$ cat src/rtl/dxt_block_decoder_assert.svh
// Assertion macros for the block decoder.
// Used by the top level only; needs nothing else.
`ifndef DXT_BLOCK_DECODER_ASSERT_SVH
`define DXT_BLOCK_DECODER_ASSERT_SVH

// Same-cycle implication, disabled while reset is asserted.
`define DXT_ASSERT_IMPLY(label, clk, rst_n, cond, expr, msg) \
    label: assert property (@(posedge clk) disable iff (!(rst_n)) (cond) |-> (expr)) \
        else $error(msg);

// Next-cycle implication, disabled while reset is asserted.
`define DXT_ASSERT_NEXT(label, clk, rst_n, cond, expr, msg) \
    label: assert property (@(posedge clk) disable iff (!(rst_n)) (cond) |=> (expr)) \
        else $error(msg);

`endif

$ cat src/rtl/dxtbd_pkg.sv
// Shared types and constants for the block decoder.
// No dependencies.
package dxtbd_pkg;

    // Texture format codes held in the configuration register.
    typedef enum logic [1:0] {
        FMT_DXT1  = 2'd0,
        FMT_DXT3  = 2'd1,
        FMT_DXT5  = 2'd2,
        FMT_OTHER = 2'd3
    } t_fmt;

    localparam logic [7:0] ALPHA_OPAQUE = 8'd255;
    localparam logic [3:0] LAST_PIXEL   = 4'd15;

    // Per-block lookup tables: four colour entries and eight alpha entries.
    typedef struct packed {
        logic [3:0][7:0] red;
        logic [3:0][7:0] green;
        logic [3:0][7:0] blue;
        logic [3:0][7:0] calpha;
        logic [7:0][7:0] atab;
    } t_tables;

endpackage

$ cat src/rtl/dxtbd_if.sv
// Valid/ready channel interfaces for compressed blocks and decoded pixels.
// No dependencies.
interface dxtbd_block_if;
    logic        valid;
    logic        ready;
    logic [63:0] alpha_word;
    logic [63:0] color_word;

    modport source (output valid, output alpha_word, output color_word, input ready);
    modport sink   (input valid, input alpha_word, input color_word, output ready);
endinterface

interface dxtbd_pixel_if;
    logic       valid;
    logic       ready;
    logic [3:0] pixel_index;
    logic [7:0] red;
    logic [7:0] green;
    logic [7:0] blue;
    logic [7:0] alpha;
    logic       last;

    modport source (output valid, output pixel_index, output red, output green,
                    output blue, output alpha, output last, input ready);
    modport sink   (input valid, input pixel_index, input red, input green,
                    input blue, input alpha, input last, output ready);
endinterface

$ cat src/rtl/dxt_block_decoder.sv
// Block decoder: one compressed 4x4 block in, sixteen RGBA pixel beats out.
// A block passes the input stage, the table stage and the output register in turn.
// Pixels are emitted one per cycle while the output channel is ready; a new block is
// taken while the previous one is still being emitted.
// Reset (synchronous, active low) empties all stages and sets the format to DXT1.
module dxt_block_decoder (
    input  logic                i_clk,
    input  logic                i_rst_n,
    input  logic                i_cfg_we,
    input  logic [1:0]          i_cfg_data,
    dxtbd_block_if.sink         i_blk,
    dxtbd_pixel_if.source       o_pix
);
    import dxtbd_pkg::*;

    `include "dxt_block_decoder_assert.svh"

    // Configuration.
    t_fmt        r_fmt, n_fmt;

    // Input stage: one buffered block.
    logic        r_a_vld, n_a_vld;
    logic [63:0] r_a_aw, n_a_aw;
    logic [63:0] r_a_cw, n_a_cw;

    // Table stage: the block being emitted, one pixel per beat.
    logic        r_b_vld, n_b_vld;
    t_tables     r_b_tab, n_b_tab;
    logic [31:0] r_b_idx, n_b_idx;
    logic [63:0] r_b_aw, n_b_aw;
    t_fmt        r_b_fmt, n_b_fmt;
    logic [3:0]  r_b_cnt, n_b_cnt;

    // Output register.
    logic        r_o_vld, n_o_vld;
    logic [3:0]  r_o_idx, n_o_idx;
    logic [7:0]  r_o_red, n_o_red;
    logic [7:0]  r_o_grn, n_o_grn;
    logic [7:0]  r_o_blu, n_o_blu;
    logic [7:0]  r_o_alp, n_o_alp;
    logic        r_o_last, n_o_last;

    t_tables     w_tab;
    logic        w_o_free;
    logic        w_b_fire;
    logic        w_b_done;
    logic        w_a_move;
    logic        w_in_acc;
    logic [1:0]  w_ci;
    logic [3:0]  w_nib;
    logic [5:0]  w_apos;
    logic [2:0]  w_aidx;
    logic [7:0]  w_alpha;

    dxtbd_table_gen u_table_gen (
        .i_alpha_word (r_a_aw),
        .i_color_word (r_a_cw),
        .i_fmt        (r_fmt),
        .o_tab        (w_tab)
    );

    // Handshake between the stages.
    assign w_o_free = !r_o_vld || o_pix.ready;
    assign w_b_fire = r_b_vld && w_o_free;
    assign w_b_done = w_b_fire && (r_b_cnt == LAST_PIXEL);
    assign w_a_move = r_a_vld && (!r_b_vld || w_b_done);
    assign i_blk.ready = !r_a_vld || w_a_move;
    assign w_in_acc = i_blk.valid && i_blk.ready;

    // Per-pixel selection from the stored tables.
    assign w_ci   = r_b_idx[{r_b_cnt, 1'b0} +: 2];
    assign w_nib  = r_b_aw[{r_b_cnt, 2'b00} +: 4];
    assign w_apos = 6'({r_b_cnt, 1'b0}) + 6'(r_b_cnt) + 6'd16;
    assign w_aidx = r_b_aw[w_apos +: 3];

    always_comb begin
        case (r_b_fmt)
            FMT_DXT1: w_alpha = r_b_tab.calpha[w_ci];
            FMT_DXT3: w_alpha = {w_nib, w_nib};
            FMT_DXT5: w_alpha = r_b_tab.atab[w_aidx];
            default:  w_alpha = ALPHA_OPAQUE;
        endcase
    end

    // Next-state logic for all stages.
    always_comb begin
        n_fmt    = i_cfg_we ? t_fmt'(i_cfg_data) : r_fmt;

        n_a_vld  = w_in_acc || (r_a_vld && !w_a_move);
        n_a_aw   = w_in_acc ? i_blk.alpha_word : r_a_aw;
        n_a_cw   = w_in_acc ? i_blk.color_word : r_a_cw;

        n_b_vld  = w_a_move || (r_b_vld && !w_b_done);
        n_b_tab  = w_a_move ? w_tab : r_b_tab;
        n_b_idx  = w_a_move ? r_a_cw[63:32] : r_b_idx;
        n_b_aw   = w_a_move ? r_a_aw : r_b_aw;
        n_b_fmt  = w_a_move ? r_fmt : r_b_fmt;
        if (w_a_move) begin
            n_b_cnt = 4'd0;
        end else if (w_b_fire) begin
            n_b_cnt = r_b_cnt + 4'd1;
        end else begin
            n_b_cnt = r_b_cnt;
        end

        n_o_vld  = w_b_fire || (r_o_vld && !o_pix.ready);
        n_o_idx  = w_b_fire ? r_b_cnt : r_o_idx;
        n_o_red  = w_b_fire ? r_b_tab.red[w_ci] : r_o_red;
        n_o_grn  = w_b_fire ? r_b_tab.green[w_ci] : r_o_grn;
        n_o_blu  = w_b_fire ? r_b_tab.blue[w_ci] : r_o_blu;
        n_o_alp  = w_b_fire ? w_alpha : r_o_alp;
        n_o_last = w_b_fire ? (r_b_cnt == LAST_PIXEL) : r_o_last;
    end

    // Control registers, cleared by reset.
    always_ff @(posedge i_clk) begin
        if (!i_rst_n) begin
            r_fmt   <= FMT_DXT1;
            r_a_vld <= 1'b0;
            r_b_vld <= 1'b0;
            r_b_cnt <= 4'd0;
            r_o_vld <= 1'b0;
        end else begin
            r_fmt   <= n_fmt;
            r_a_vld <= n_a_vld;
            r_b_vld <= n_b_vld;
            r_b_cnt <= n_b_cnt;
            r_o_vld <= n_o_vld;
        end
    end

    // Payload registers.
    always_ff @(posedge i_clk) begin
        r_a_aw   <= n_a_aw;
        r_a_cw   <= n_a_cw;
        r_b_tab  <= n_b_tab;
        r_b_idx  <= n_b_idx;
        r_b_aw   <= n_b_aw;
        r_b_fmt  <= n_b_fmt;
        r_o_idx  <= n_o_idx;
        r_o_red  <= n_o_red;
        r_o_grn  <= n_o_grn;
        r_o_blu  <= n_o_blu;
        r_o_alp  <= n_o_alp;
        r_o_last <= n_o_last;
    end

    assign o_pix.valid       = r_o_vld;
    assign o_pix.pixel_index = r_o_idx;
    assign o_pix.red         = r_o_red;
    assign o_pix.green       = r_o_grn;
    assign o_pix.blue        = r_o_blu;
    assign o_pix.alpha       = r_o_alp;
    assign o_pix.last        = r_o_last;

    // A running pixel count always belongs to a block in the table stage.
    `DXT_ASSERT_IMPLY(a_cnt_has_block, i_clk, i_rst_n, r_b_cnt != 4'd0, r_b_vld, "pixel count without a block")
    // A block entering the table stage starts at pixel zero.
    `DXT_ASSERT_NEXT(a_block_start, i_clk, i_rst_n, w_a_move, r_b_vld && (r_b_cnt == 4'd0), "block did not start at pixel zero")
    // The last flag marks exactly the final pixel of a block.
    `DXT_ASSERT_IMPLY(a_last_flag, i_clk, i_rst_n, r_o_vld, r_o_last == (r_o_idx == LAST_PIXEL), "last flag out of place")

endmodule

$ cat src/rtl/dxtbd_table_gen.sv
// Builds the colour and alpha lookup tables of one compressed block.
// Depends on dxtbd_pkg.
module dxtbd_table_gen (
    input  logic [63:0]         i_alpha_word,
    input  logic [63:0]         i_color_word,
    input  dxtbd_pkg::t_fmt     i_fmt,
    output dxtbd_pkg::t_tables  o_tab
);
    import dxtbd_pkg::*;

    // Truncating divisions by small constants as reciprocal multiplies.
    // Exact for x below 2048 (by 3), 5461 (by 7) and 16384 (by 5).
    function automatic logic [7:0] div3(input logic [9:0] x);
        logic [19:0] p;
        p = {10'd0, x} * 20'd683;
        return p[18:11];
    endfunction

    function automatic logic [7:0] div7(input logic [10:0] x);
        logic [22:0] p;
        p = {12'd0, x} * 23'd2341;
        return p[21:14];
    endfunction

    function automatic logic [7:0] div5(input logic [10:0] x);
        logic [22:0] p;
        p = {12'd0, x} * 23'd3277;
        return p[21:14];
    endfunction

    logic [15:0]      w_c0;
    logic [15:0]      w_c1;
    logic [2:0][7:0]  w_e0;
    logic [2:0][7:0]  w_e1;
    logic             w_four;
    logic [7:0]       w_a0;
    logic [7:0]       w_a1;
    logic [10:0]      w_num7 [1:6];
    logic [10:0]      w_num5 [1:4];

    assign w_c0 = i_color_word[15:0];
    assign w_c1 = i_color_word[31:16];
    assign w_a0 = i_alpha_word[7:0];
    assign w_a1 = i_alpha_word[15:8];

    // Expand the RGB565 endpoints by bit replication.
    assign w_e0[0] = {w_c0[15:11], w_c0[15:13]};
    assign w_e0[1] = {w_c0[10:5],  w_c0[10:9]};
    assign w_e0[2] = {w_c0[4:0],   w_c0[4:2]};
    assign w_e1[0] = {w_c1[15:11], w_c1[15:13]};
    assign w_e1[1] = {w_c1[10:5],  w_c1[10:9]};
    assign w_e1[2] = {w_c1[4:0],   w_c1[4:2]};

    // The three-colour table applies only to DXT1 with c0 not above c1.
    assign w_four = (w_c0 > w_c1) || (i_fmt != FMT_DXT1);

    // Interpolation numerators for the alpha table.
    always_comb begin
        for (int k = 1; k <= 6; k++) begin
            w_num7[k] = 11'(7 - k) * {3'd0, w_a0} + 11'(k) * {3'd0, w_a1};
        end
        for (int k = 1; k <= 4; k++) begin
            w_num5[k] = 11'(5 - k) * {3'd0, w_a0} + 11'(k) * {3'd0, w_a1};
        end
    end

    // Colour table, then the alpha table: sevenths when a0 is above a1,
    // otherwise fifths with fixed ends.
    always_comb begin
        logic [2:0][7:0] v2;
        logic [2:0][7:0] v3;
        for (int c = 0; c < 3; c++) begin
            if (w_four) begin
                v2[c] = div3({1'b0, w_e0[c], 1'b0} + {2'd0, w_e1[c]});
                v3[c] = div3({2'd0, w_e0[c]} + {1'b0, w_e1[c], 1'b0});
            end else begin
                v2[c] = 8'(({1'b0, w_e0[c]} + {1'b0, w_e1[c]}) >> 1);
                v3[c] = 8'd0;
            end
        end
        o_tab.red    = {v3[0], v2[0], w_e1[0], w_e0[0]};
        o_tab.green  = {v3[1], v2[1], w_e1[1], w_e0[1]};
        o_tab.blue   = {v3[2], v2[2], w_e1[2], w_e0[2]};
        o_tab.calpha = {(w_four ? ALPHA_OPAQUE : 8'd0), ALPHA_OPAQUE,
                        ALPHA_OPAQUE, ALPHA_OPAQUE};

        o_tab.atab[0] = w_a0;
        o_tab.atab[1] = w_a1;
        if (w_a0 > w_a1) begin
            for (int k = 1; k <= 6; k++) begin
                o_tab.atab[k + 1] = div7(w_num7[k]);
            end
        end else begin
            for (int k = 1; k <= 4; k++) begin
                o_tab.atab[k + 1] = div5(w_num5[k]);
            end
            o_tab.atab[6] = 8'd0;
            o_tab.atab[7] = ALPHA_OPAQUE;
        end
    end

endmodule

$ cat src/flat_wrapper.sv
// flat-port wrapper written by rule: the top's interface ports become plain ports
module dxt_block_decoder_flat import dxtbd_pkg::*;
  (i_clk, i_rst_n, i_cfg_we, i_cfg_data, i_blk_valid, i_blk_alpha_word, i_blk_color_word, i_blk_ready, o_pix_valid, o_pix_pixel_index, o_pix_red, o_pix_green, o_pix_blue, o_pix_alpha, o_pix_last, o_pix_ready);
  dxtbd_block_if i_blk_i ();
  dxtbd_pixel_if o_pix_i ();
  input  logic i_clk;
  input  logic i_rst_n;
  input  logic i_cfg_we;
  input  logic [1:0] i_cfg_data;
  input wire logic [$bits(i_blk_i.valid)-1:0] i_blk_valid;
  input wire logic [$bits(i_blk_i.alpha_word)-1:0] i_blk_alpha_word;
  input wire logic [$bits(i_blk_i.color_word)-1:0] i_blk_color_word;
  output wire logic [$bits(i_blk_i.ready)-1:0] i_blk_ready;
  output wire logic [$bits(o_pix_i.valid)-1:0] o_pix_valid;
  output wire logic [$bits(o_pix_i.pixel_index)-1:0] o_pix_pixel_index;
  output wire logic [$bits(o_pix_i.red)-1:0] o_pix_red;
  output wire logic [$bits(o_pix_i.green)-1:0] o_pix_green;
  output wire logic [$bits(o_pix_i.blue)-1:0] o_pix_blue;
  output wire logic [$bits(o_pix_i.alpha)-1:0] o_pix_alpha;
  output wire logic [$bits(o_pix_i.last)-1:0] o_pix_last;
  input wire logic [$bits(o_pix_i.ready)-1:0] o_pix_ready;
  assign i_blk_i.valid = i_blk_valid;
  assign i_blk_i.alpha_word = i_blk_alpha_word;
  assign i_blk_i.color_word = i_blk_color_word;
  assign i_blk_ready = i_blk_i.ready;
  assign o_pix_valid = o_pix_i.valid;
  assign o_pix_pixel_index = o_pix_i.pixel_index;
  assign o_pix_red = o_pix_i.red;
  assign o_pix_green = o_pix_i.green;
  assign o_pix_blue = o_pix_i.blue;
  assign o_pix_alpha = o_pix_i.alpha;
  assign o_pix_last = o_pix_i.last;
  assign o_pix_i.ready = o_pix_ready;
  dxt_block_decoder u_core (.i_clk(i_clk), .i_rst_n(i_rst_n), .i_cfg_we(i_cfg_we), .i_cfg_data(i_cfg_data), .i_blk(i_blk_i), .o_pix(o_pix_i));
endmodule
$ cat config.mk
export PLATFORM = sky130hd
export DESIGN_NAME = dxt_block_decoder_flat
export DESIGN_NICKNAME = d
export VERILOG_FILES = /design/src/rtl/dxtbd_pkg.sv /design/src/rtl/dxtbd_if.sv /design/src/rtl/dxt_block_decoder.sv /design/src/rtl/dxtbd_table_gen.sv /design/src/flat_wrapper.sv
export VERILOG_INCLUDE_DIRS = /design/src /design/src/rtl
export SDC_FILE = /design/constraint.sdc
export NUM_CORES = 2
export LEC_CHECK = 0
export BUFFER_PORTS_ARGS = -buffer_cell sky130_fd_sc_hd__buf_2
export CAP_MARGIN = 30
export CELL_PAD_IN_SITES_DETAIL_PLACEMENT = 2
export CELL_PAD_IN_SITES_GLOBAL_PLACEMENT = 2
export CORE_MARGIN = 2
export CORE_UTILIZATION = 48
export DETAILED_ROUTE_END_ITERATION = 8
export PLACE_DENSITY_LB_ADDON = 0.2
export SETUP_SLACK_MARGIN = 0.1
export SYNTH_ARGS = -nofsm -noshare
export SYNTH_HDL_FRONTEND = slang
export SYNTH_SLANG_ARGS = --single-unit
$ cat constraint.sdc
create_clock -name i_clk -period 21.2 [get_ports i_clk]
set_input_delay 4.24 -clock i_clk [delete_from_list [all_inputs] [get_ports i_clk]]
set_output_delay 4.24 -clock i_clk [all_outputs]
set_load 0.01 [all_outputs]
# After elaboration in Yosys (flattened, before gate mapping)
# Index checks and enable logic that the tools add are counted.
totals:
  word_cells: 131
  regBits: 440
  out_inout_bits: 39
  inputBits: 135
classes:
  n_eq_ne: 3
  shifts: 3
  muxes: 16
  n_reduce_logical: 23
  bitwise: 1
  mul: 22
  n_addsub: 22
  order_cmp: 4
op_table:
  columns: ["op", "count"]
  rows:
  - ["$mul A11 B12 Y22 const B", 10]
  - ["$mul A10 B10 Y19 const B", 6]
  - ["$mux W8", 9]
  - ["$bmux W8 S2", 4]
  - ["$shiftx A64 B7 Y3", 1]
  - ["$shiftx A64 B7 Y4", 1]
  - ["$mul A2 B8 Y10 const A", 4]
  - ["$mux W32", 1]
  - ["$shiftx A32 B6 Y2", 1]
  - ["$add A8 B9 Y10", 3]
  - ["$add A9 B8 Y10", 3]
  - ["$add A8 B8 Y9", 3]
  - ["$bmux W8 S3", 1]
  - ["$pmux W8 S3", 1]
  - ["$add A10 B10 Y11", 2]
  - ["$mul A3 B8 Y11 const A", 2]
  - ["$gt A16 B16 Y1", 1]
  - ["$add A10 B8 Y11", 1]
  - ["$add A10 B9 Y11", 1]
  - ["$add A11 B8 Y11", 1]
  - ["$add A11 B9 Y11", 1]
  - ["$add A8 B10 Y11", 1]
  - ["$add A8 B11 Y11", 1]
  - ["$add A9 B10 Y11", 1]
  - ["17 further kinds", 34]

# Longest topological paths before layout
logic_depth:
  ltp_word: 9
  mapped_depth: 33
  depth_no_buf: 33

# Cells and area by module
# A second synthesis with hierarchy kept.
unflattened:
  cells_unflattened: 4344
  hier_area_um2: 51267.9
by_module_without_submodules:
  columns: ["mod", "n_inst", "seq_area_each_um2", "area_each_um2", "cells_per_inst"]
  rows:
  - ["dxtbd_table_gen", 1, 0.0, 33278.2, 3545]
  - ["dxt_block_decoder", 1, 13843.3, 17989.8, 799]

# Worst setup path before layout
# No wires, ideal clock.
synth_path:
  path_type: "input to register"
  start: "in o_pix_ready"
  end: "reg u_core.r_b_cnt[0]"
  t_arrival_ns: 15.393
  setup_slack_ns: 5.682
  path_stages: 5
  n_path_buf: 0
  path_cell_list: "nor2b_1 o21a_1 nor2b_1 nand2b_1 nor2_1"
synth_between:
  elab_chain_cells: 6
synth_lines:
  columns: ["item", "line_no", "text"]
  rows:
  - ["start, declared", "flat_wrapper.sv:21", "input wire logic [$bits(o_pix_i.ready)-1:0] o_pix_ready;"]
  - ["$logic_or A1 B1 Y1", "dxt_block_decoder.sv:63", "assign w_o_free = !r_o_vld || o_pix.ready;"]
  - ["$logic_and A1 B1 Y1", "dxt_block_decoder.sv:64", "assign w_b_fire = r_b_vld && w_o_free;"]
  - ["$logic_and A1 B1 Y1", "dxt_block_decoder.sv:65", "assign w_b_done = w_b_fire && (r_b_cnt == LAST_PIXEL);"]
  - ["$logic_or A1 B1 Y1", "dxt_block_decoder.sv:66", "assign w_a_move = r_a_vld && (!r_b_vld || w_b_done);"]
  - ["$logic_and A1 B1 Y1", "dxt_block_decoder.sv:66", null]
  - ["via u_core.w_a_move", "dxt_block_decoder.sv:47", "logic w_a_move;"]
  - ["$reduce_or A2 Y1 (no line)", null, null]
  - ["end signal, assigned", "dxt_block_decoder.sv:127", "r_b_cnt <= n_b_cnt;"]
  - ["end, declared", "dxt_block_decoder.sv:32", "logic [3:0] r_b_cnt, n_b_cnt;"]
# The timed path passes the listed nets, and every way through them passes these cells.
# A chain may end at the register's enable or synchronous reset.

# Final worst setup path
layout_path:
  start: "in o_pix_ready"
  end: "out i_blk_ready"
layout_between:
  elab_chain_cells: 6
layout_lines:
  columns: ["item", "line_no", "text"]
  rows:
  - ["$logic_or A1 B1 Y1", "dxt_block_decoder.sv:63", null]
  - ["$logic_and A1 B1 Y1", "dxt_block_decoder.sv:64", null]
  - ["$logic_and A1 B1 Y1", "dxt_block_decoder.sv:65", null]
  - ["$logic_or A1 B1 Y1", "dxt_block_decoder.sv:66", null]
  - ["$logic_and A1 B1 Y1", "dxt_block_decoder.sv:66", null]
  - ["$logic_or A1 B1 Y1", "dxt_block_decoder.sv:67", "assign i_blk.ready = !r_a_vld || w_a_move;"]
  - ["end, declared", "flat_wrapper.sv:13", "output wire logic [$bits(i_blk_i.ready)-1:0] i_blk_ready;"]
# No other way between the ends.

==> run metrics <==
status finished, final reports clean; ys async rst share 0%; CP cell instances buf_2 -> nor2b_1 -> o21a_1 -> nand2_1 -> buf_2; synth warn 0; Synth Area in XOR/XNOR slightly above 5%; Num CTS Buffers 50; final wirelength 167,000 µm; clk slew on worst S/H paths 0.06 ns; dominant synthesized flop cell edfxtp_1; largest net degree at the start of global routing slightly below 80; hold buffer count at cts 0; register area about 12,000 µm²; DRT antenna net count 0; synthesized area 48,500 µm²; Slew Viols, Final 0; Setup crit start kind input pin; mux contribution to synthesized area 5.20%; Cells after Synth between 4,000 and 5,000; Slew headroom approximately a quarter; skew final 0.0933 ns; CP bufs+invs 2; fmax 0.105 GHz; cell repeated most along the worst path buf_2; Die Width roughly 320 µm; Top-Level Pins 174; hold path depth 0; IO buf count 173; vias in the first global route between 40,000 and 50,000; Fin. Hold Viols 0; CTS max path bufs 3; area occupied by multi-input gates 33,700 µm²; WP data arrival 5.28 ns; Worst Setup End Kind primary output; CP top delay family simple AND/OR/NAND/NOR gates; fin crit period 9.52 ns; slowest stage delay, CP around 0.35 ns; slowest cell on the critical path o21a_1; CTS Root Cell clkbuf_16; Clock Sink Count about 400; setup TNS 0 ns; reg2reg start u_core.r_a_aw[8]$_DFFE_PP_; worst r2r dst u_core.r_b_tab[39]$_DFFE_PP_; Initial Util between 40% and 50%; Die Footprint 104,000 µm²; Endpoint, Worst Hold u_core.r_b_aw[23]$_DFFE_PP_; Post-DP HPWL 127,000 µm; critical path class in2out; DRC errors left 0; NumNets Final between 6,000 and 7,000; max-cap violations 0; fraction of layout cells with a size suffix above 1 just under 9%; first-pass GRT wire length 254,000 µm; Via-to-Cell Ratio 6.03; WP data required between 15 and 20 ns; crit-path max FO 4; synthesis-to-finish area growth 8.87%; met3 global-route usage 3.70%; min-delay src u_core.r_a_aw[23]$_DFFE_PP_; initial antenna violation count 7; post-CTS sizing 0; Final WS setup 11.68 ns; fillers 9,863; largest family of logic cells by synthesized area adder cells; GR peak layer met2; R2R depth 29; CTS HTree Levels 2; FF-to-FF setup slack about 12 ns; Final Util a little over half; 1st-iter DRT viols 1,933; die height 322 µm; met1 Usage GRT 38.3%; placer congestion estimate 0.838; CTS tree built; distinct cell type count of the synthesized netlist around 80; Tot GR Track Use 32.3%; FF+latch count, synth 401; gr ovfl total 0; WL/cell 28.6 µm; non-filler cells, final 5,848; GR met2 Demand/Resource 59.4%; adder-cell share of the synthesized area 45.0%; DP Cell Count 5,744; Synth Area in Simple Gates 5.78%; fin crit share 44.9%; core area 100,000 µm²; worst-skew pair later-pin latency 0.70 ns; Seq/Total Area, Yosys 24.6%; postcts setup bufs 0; worst slew pin tran 1.08 ns; setup violators final 0; Avg Synthesized Cell Area approximately 11 µm²; Post-synth EDFFs between 300 and 400; dpl ws 11.74 ns; RSZ-0062 raised after global routing no; via count 35,300; first drt pass iteration count 5; syn nets 5,946; Synth Area in Compound Gates approximately 8.4%; Rows 116; worst hold path type reg2reg
cell type report:
class / count / area share, %
Multi-Input combinational cell: 3138 / 63.8
Sequential cell: 401 / 22.6
Inverter: 694 / 4.93
Tap cell: 1298 / 3.07
Clock buffer: 65 / 2.49
Timing Repair Buffer: 220 / 2.43
Clock inverter: 24 / 0.597
Antenna cell: 8 / 0.0379
sequential cells by signal, summed over array words and instances (netlist names), 4 cells and up:
register / count
u_core.o_pix.alpha: 8
u_core.o_pix.blue: 8
u_core.o_pix.green: 8
u_core.o_pix.pixel_index: 4
u_core.o_pix.red: 8
u_core.r_a_aw: 64
u_core.r_a_cw: 64
u_core.r_b_aw: 64
u_core.r_b_cnt: 4
u_core.r_b_idx: 32
u_core.r_b_tab: 129
layer usage:
layer	vias up	wire length (µm)
met5	-	0
met4	0	6620
met3	384	6470
met2	985	86500
met1	18300	67400
li1	15600	-
cell usage after synthesis (all sizes together), types with 8 or more instances:
cell / n / area share, %
inv: 694 / 5.4
buf: 29 / 0.39
a31oi: 14 / 0.18
clkbuf: 28 / 0.22
ha: 1149 / 30
xor2: 69 / 1.2
a211o: 15 / 0.27
dfxtp: 9 / 0.37
mux2i: 63 / 1.3
a31o: 12 / 0.22
a2111oi: 9 / 0.16
or3: 19 / 0.24
xnor2: 207 / 3.7
nor2: 177 / 1.4
nor3: 67 / 0.69
nand4: 20 / 0.26
o21bai: 54 / 0.84
nand2: 103 / 0.80
edfxtp: 392 / 24
a22oi: 11 / 0.17
a211oi: 23 / 0.36
a21boi: 23 / 0.36
and2: 22 / 0.28
nor2b: 46 / 0.59
mux4: 83 / 3.9
fa: 372 / 15
and3: 17 / 0.22
o21ai: 93 / 0.97
a21o: 66 / 1.0
o21a: 25 / 0.39
nand3: 43 / 0.44
o31ai: 20 / 0.32
or2: 10 / 0.13
nand2b: 21 / 0.27
o41ai: 8 / 0.14
a21oi: 187 / 1.9
worst max-delay path by stage:
stage	start	end	slack (ns)	cells past startpoint
after detailed placement	o_pix_ready	i_blk_ready	11.74	5
final	o_pix_ready	i_blk_ready	11.68	5
after global placement	o_pix_ready	i_blk_ready	11.86	5
after CTS	o_pix_ready	i_blk_ready	11.73	5
after floorplan	o_pix_ready	u_core.r_b_cnt[0]$_SDFFE_PP0P_	5.68	5
after global routing	u_core.r_a_aw[8]$_DFFE_PP_	u_core.r_b_tab[39]$_DFFE_PP_	11.34	31
through the flow:
| step | instance area [µm²] | hold slack, ns |
|---|---|---|
| after CTS | 52700 | 0.386 |
| after detailed placement | 51100 | 0.408 |
| after global routing | 52800 | 0.393 |
| after floorplan | 48500 | 0.400 |
| after global placement | 51100 | 0.402 |
| final | 52800 | 0.404 |
cell families (layout without fill, tap and decap cells):
kind of cell | Yosys count | count (layout)
adder cells (fa/ha/maj) | 1521 | 1521
buffers and inverters | 751 | 1003
AO/OA/AOI/OAI | 617 | 617
AND/OR/NAND/NOR | 574 | 574
flip-flops | 401 | 401
XOR/XNOR | 278 | 278
multiplexers | 148 | 148
other | 0 | 8
layout by cell type (no fill, tap or decap), types with 66 or more instances in the layout:
cell      Yosys  layout
inv_1       694     694
o21ai_0      91      91
buf_2        11     173
a21o_1       66      66
nor3_1       67      67
ha_1       1149    1148
mux4_2       83      83
nand2_1     103     102
fa_1        372     372
edfxtp_1    392     392
a21oi_1     187     186
xor2_1       69      69
xnor2_1     207     207
nor2_1      176     176
Power is not shown: default switching activity piles up to over one toggle a cycle in this logic, so the estimate is an artifact.
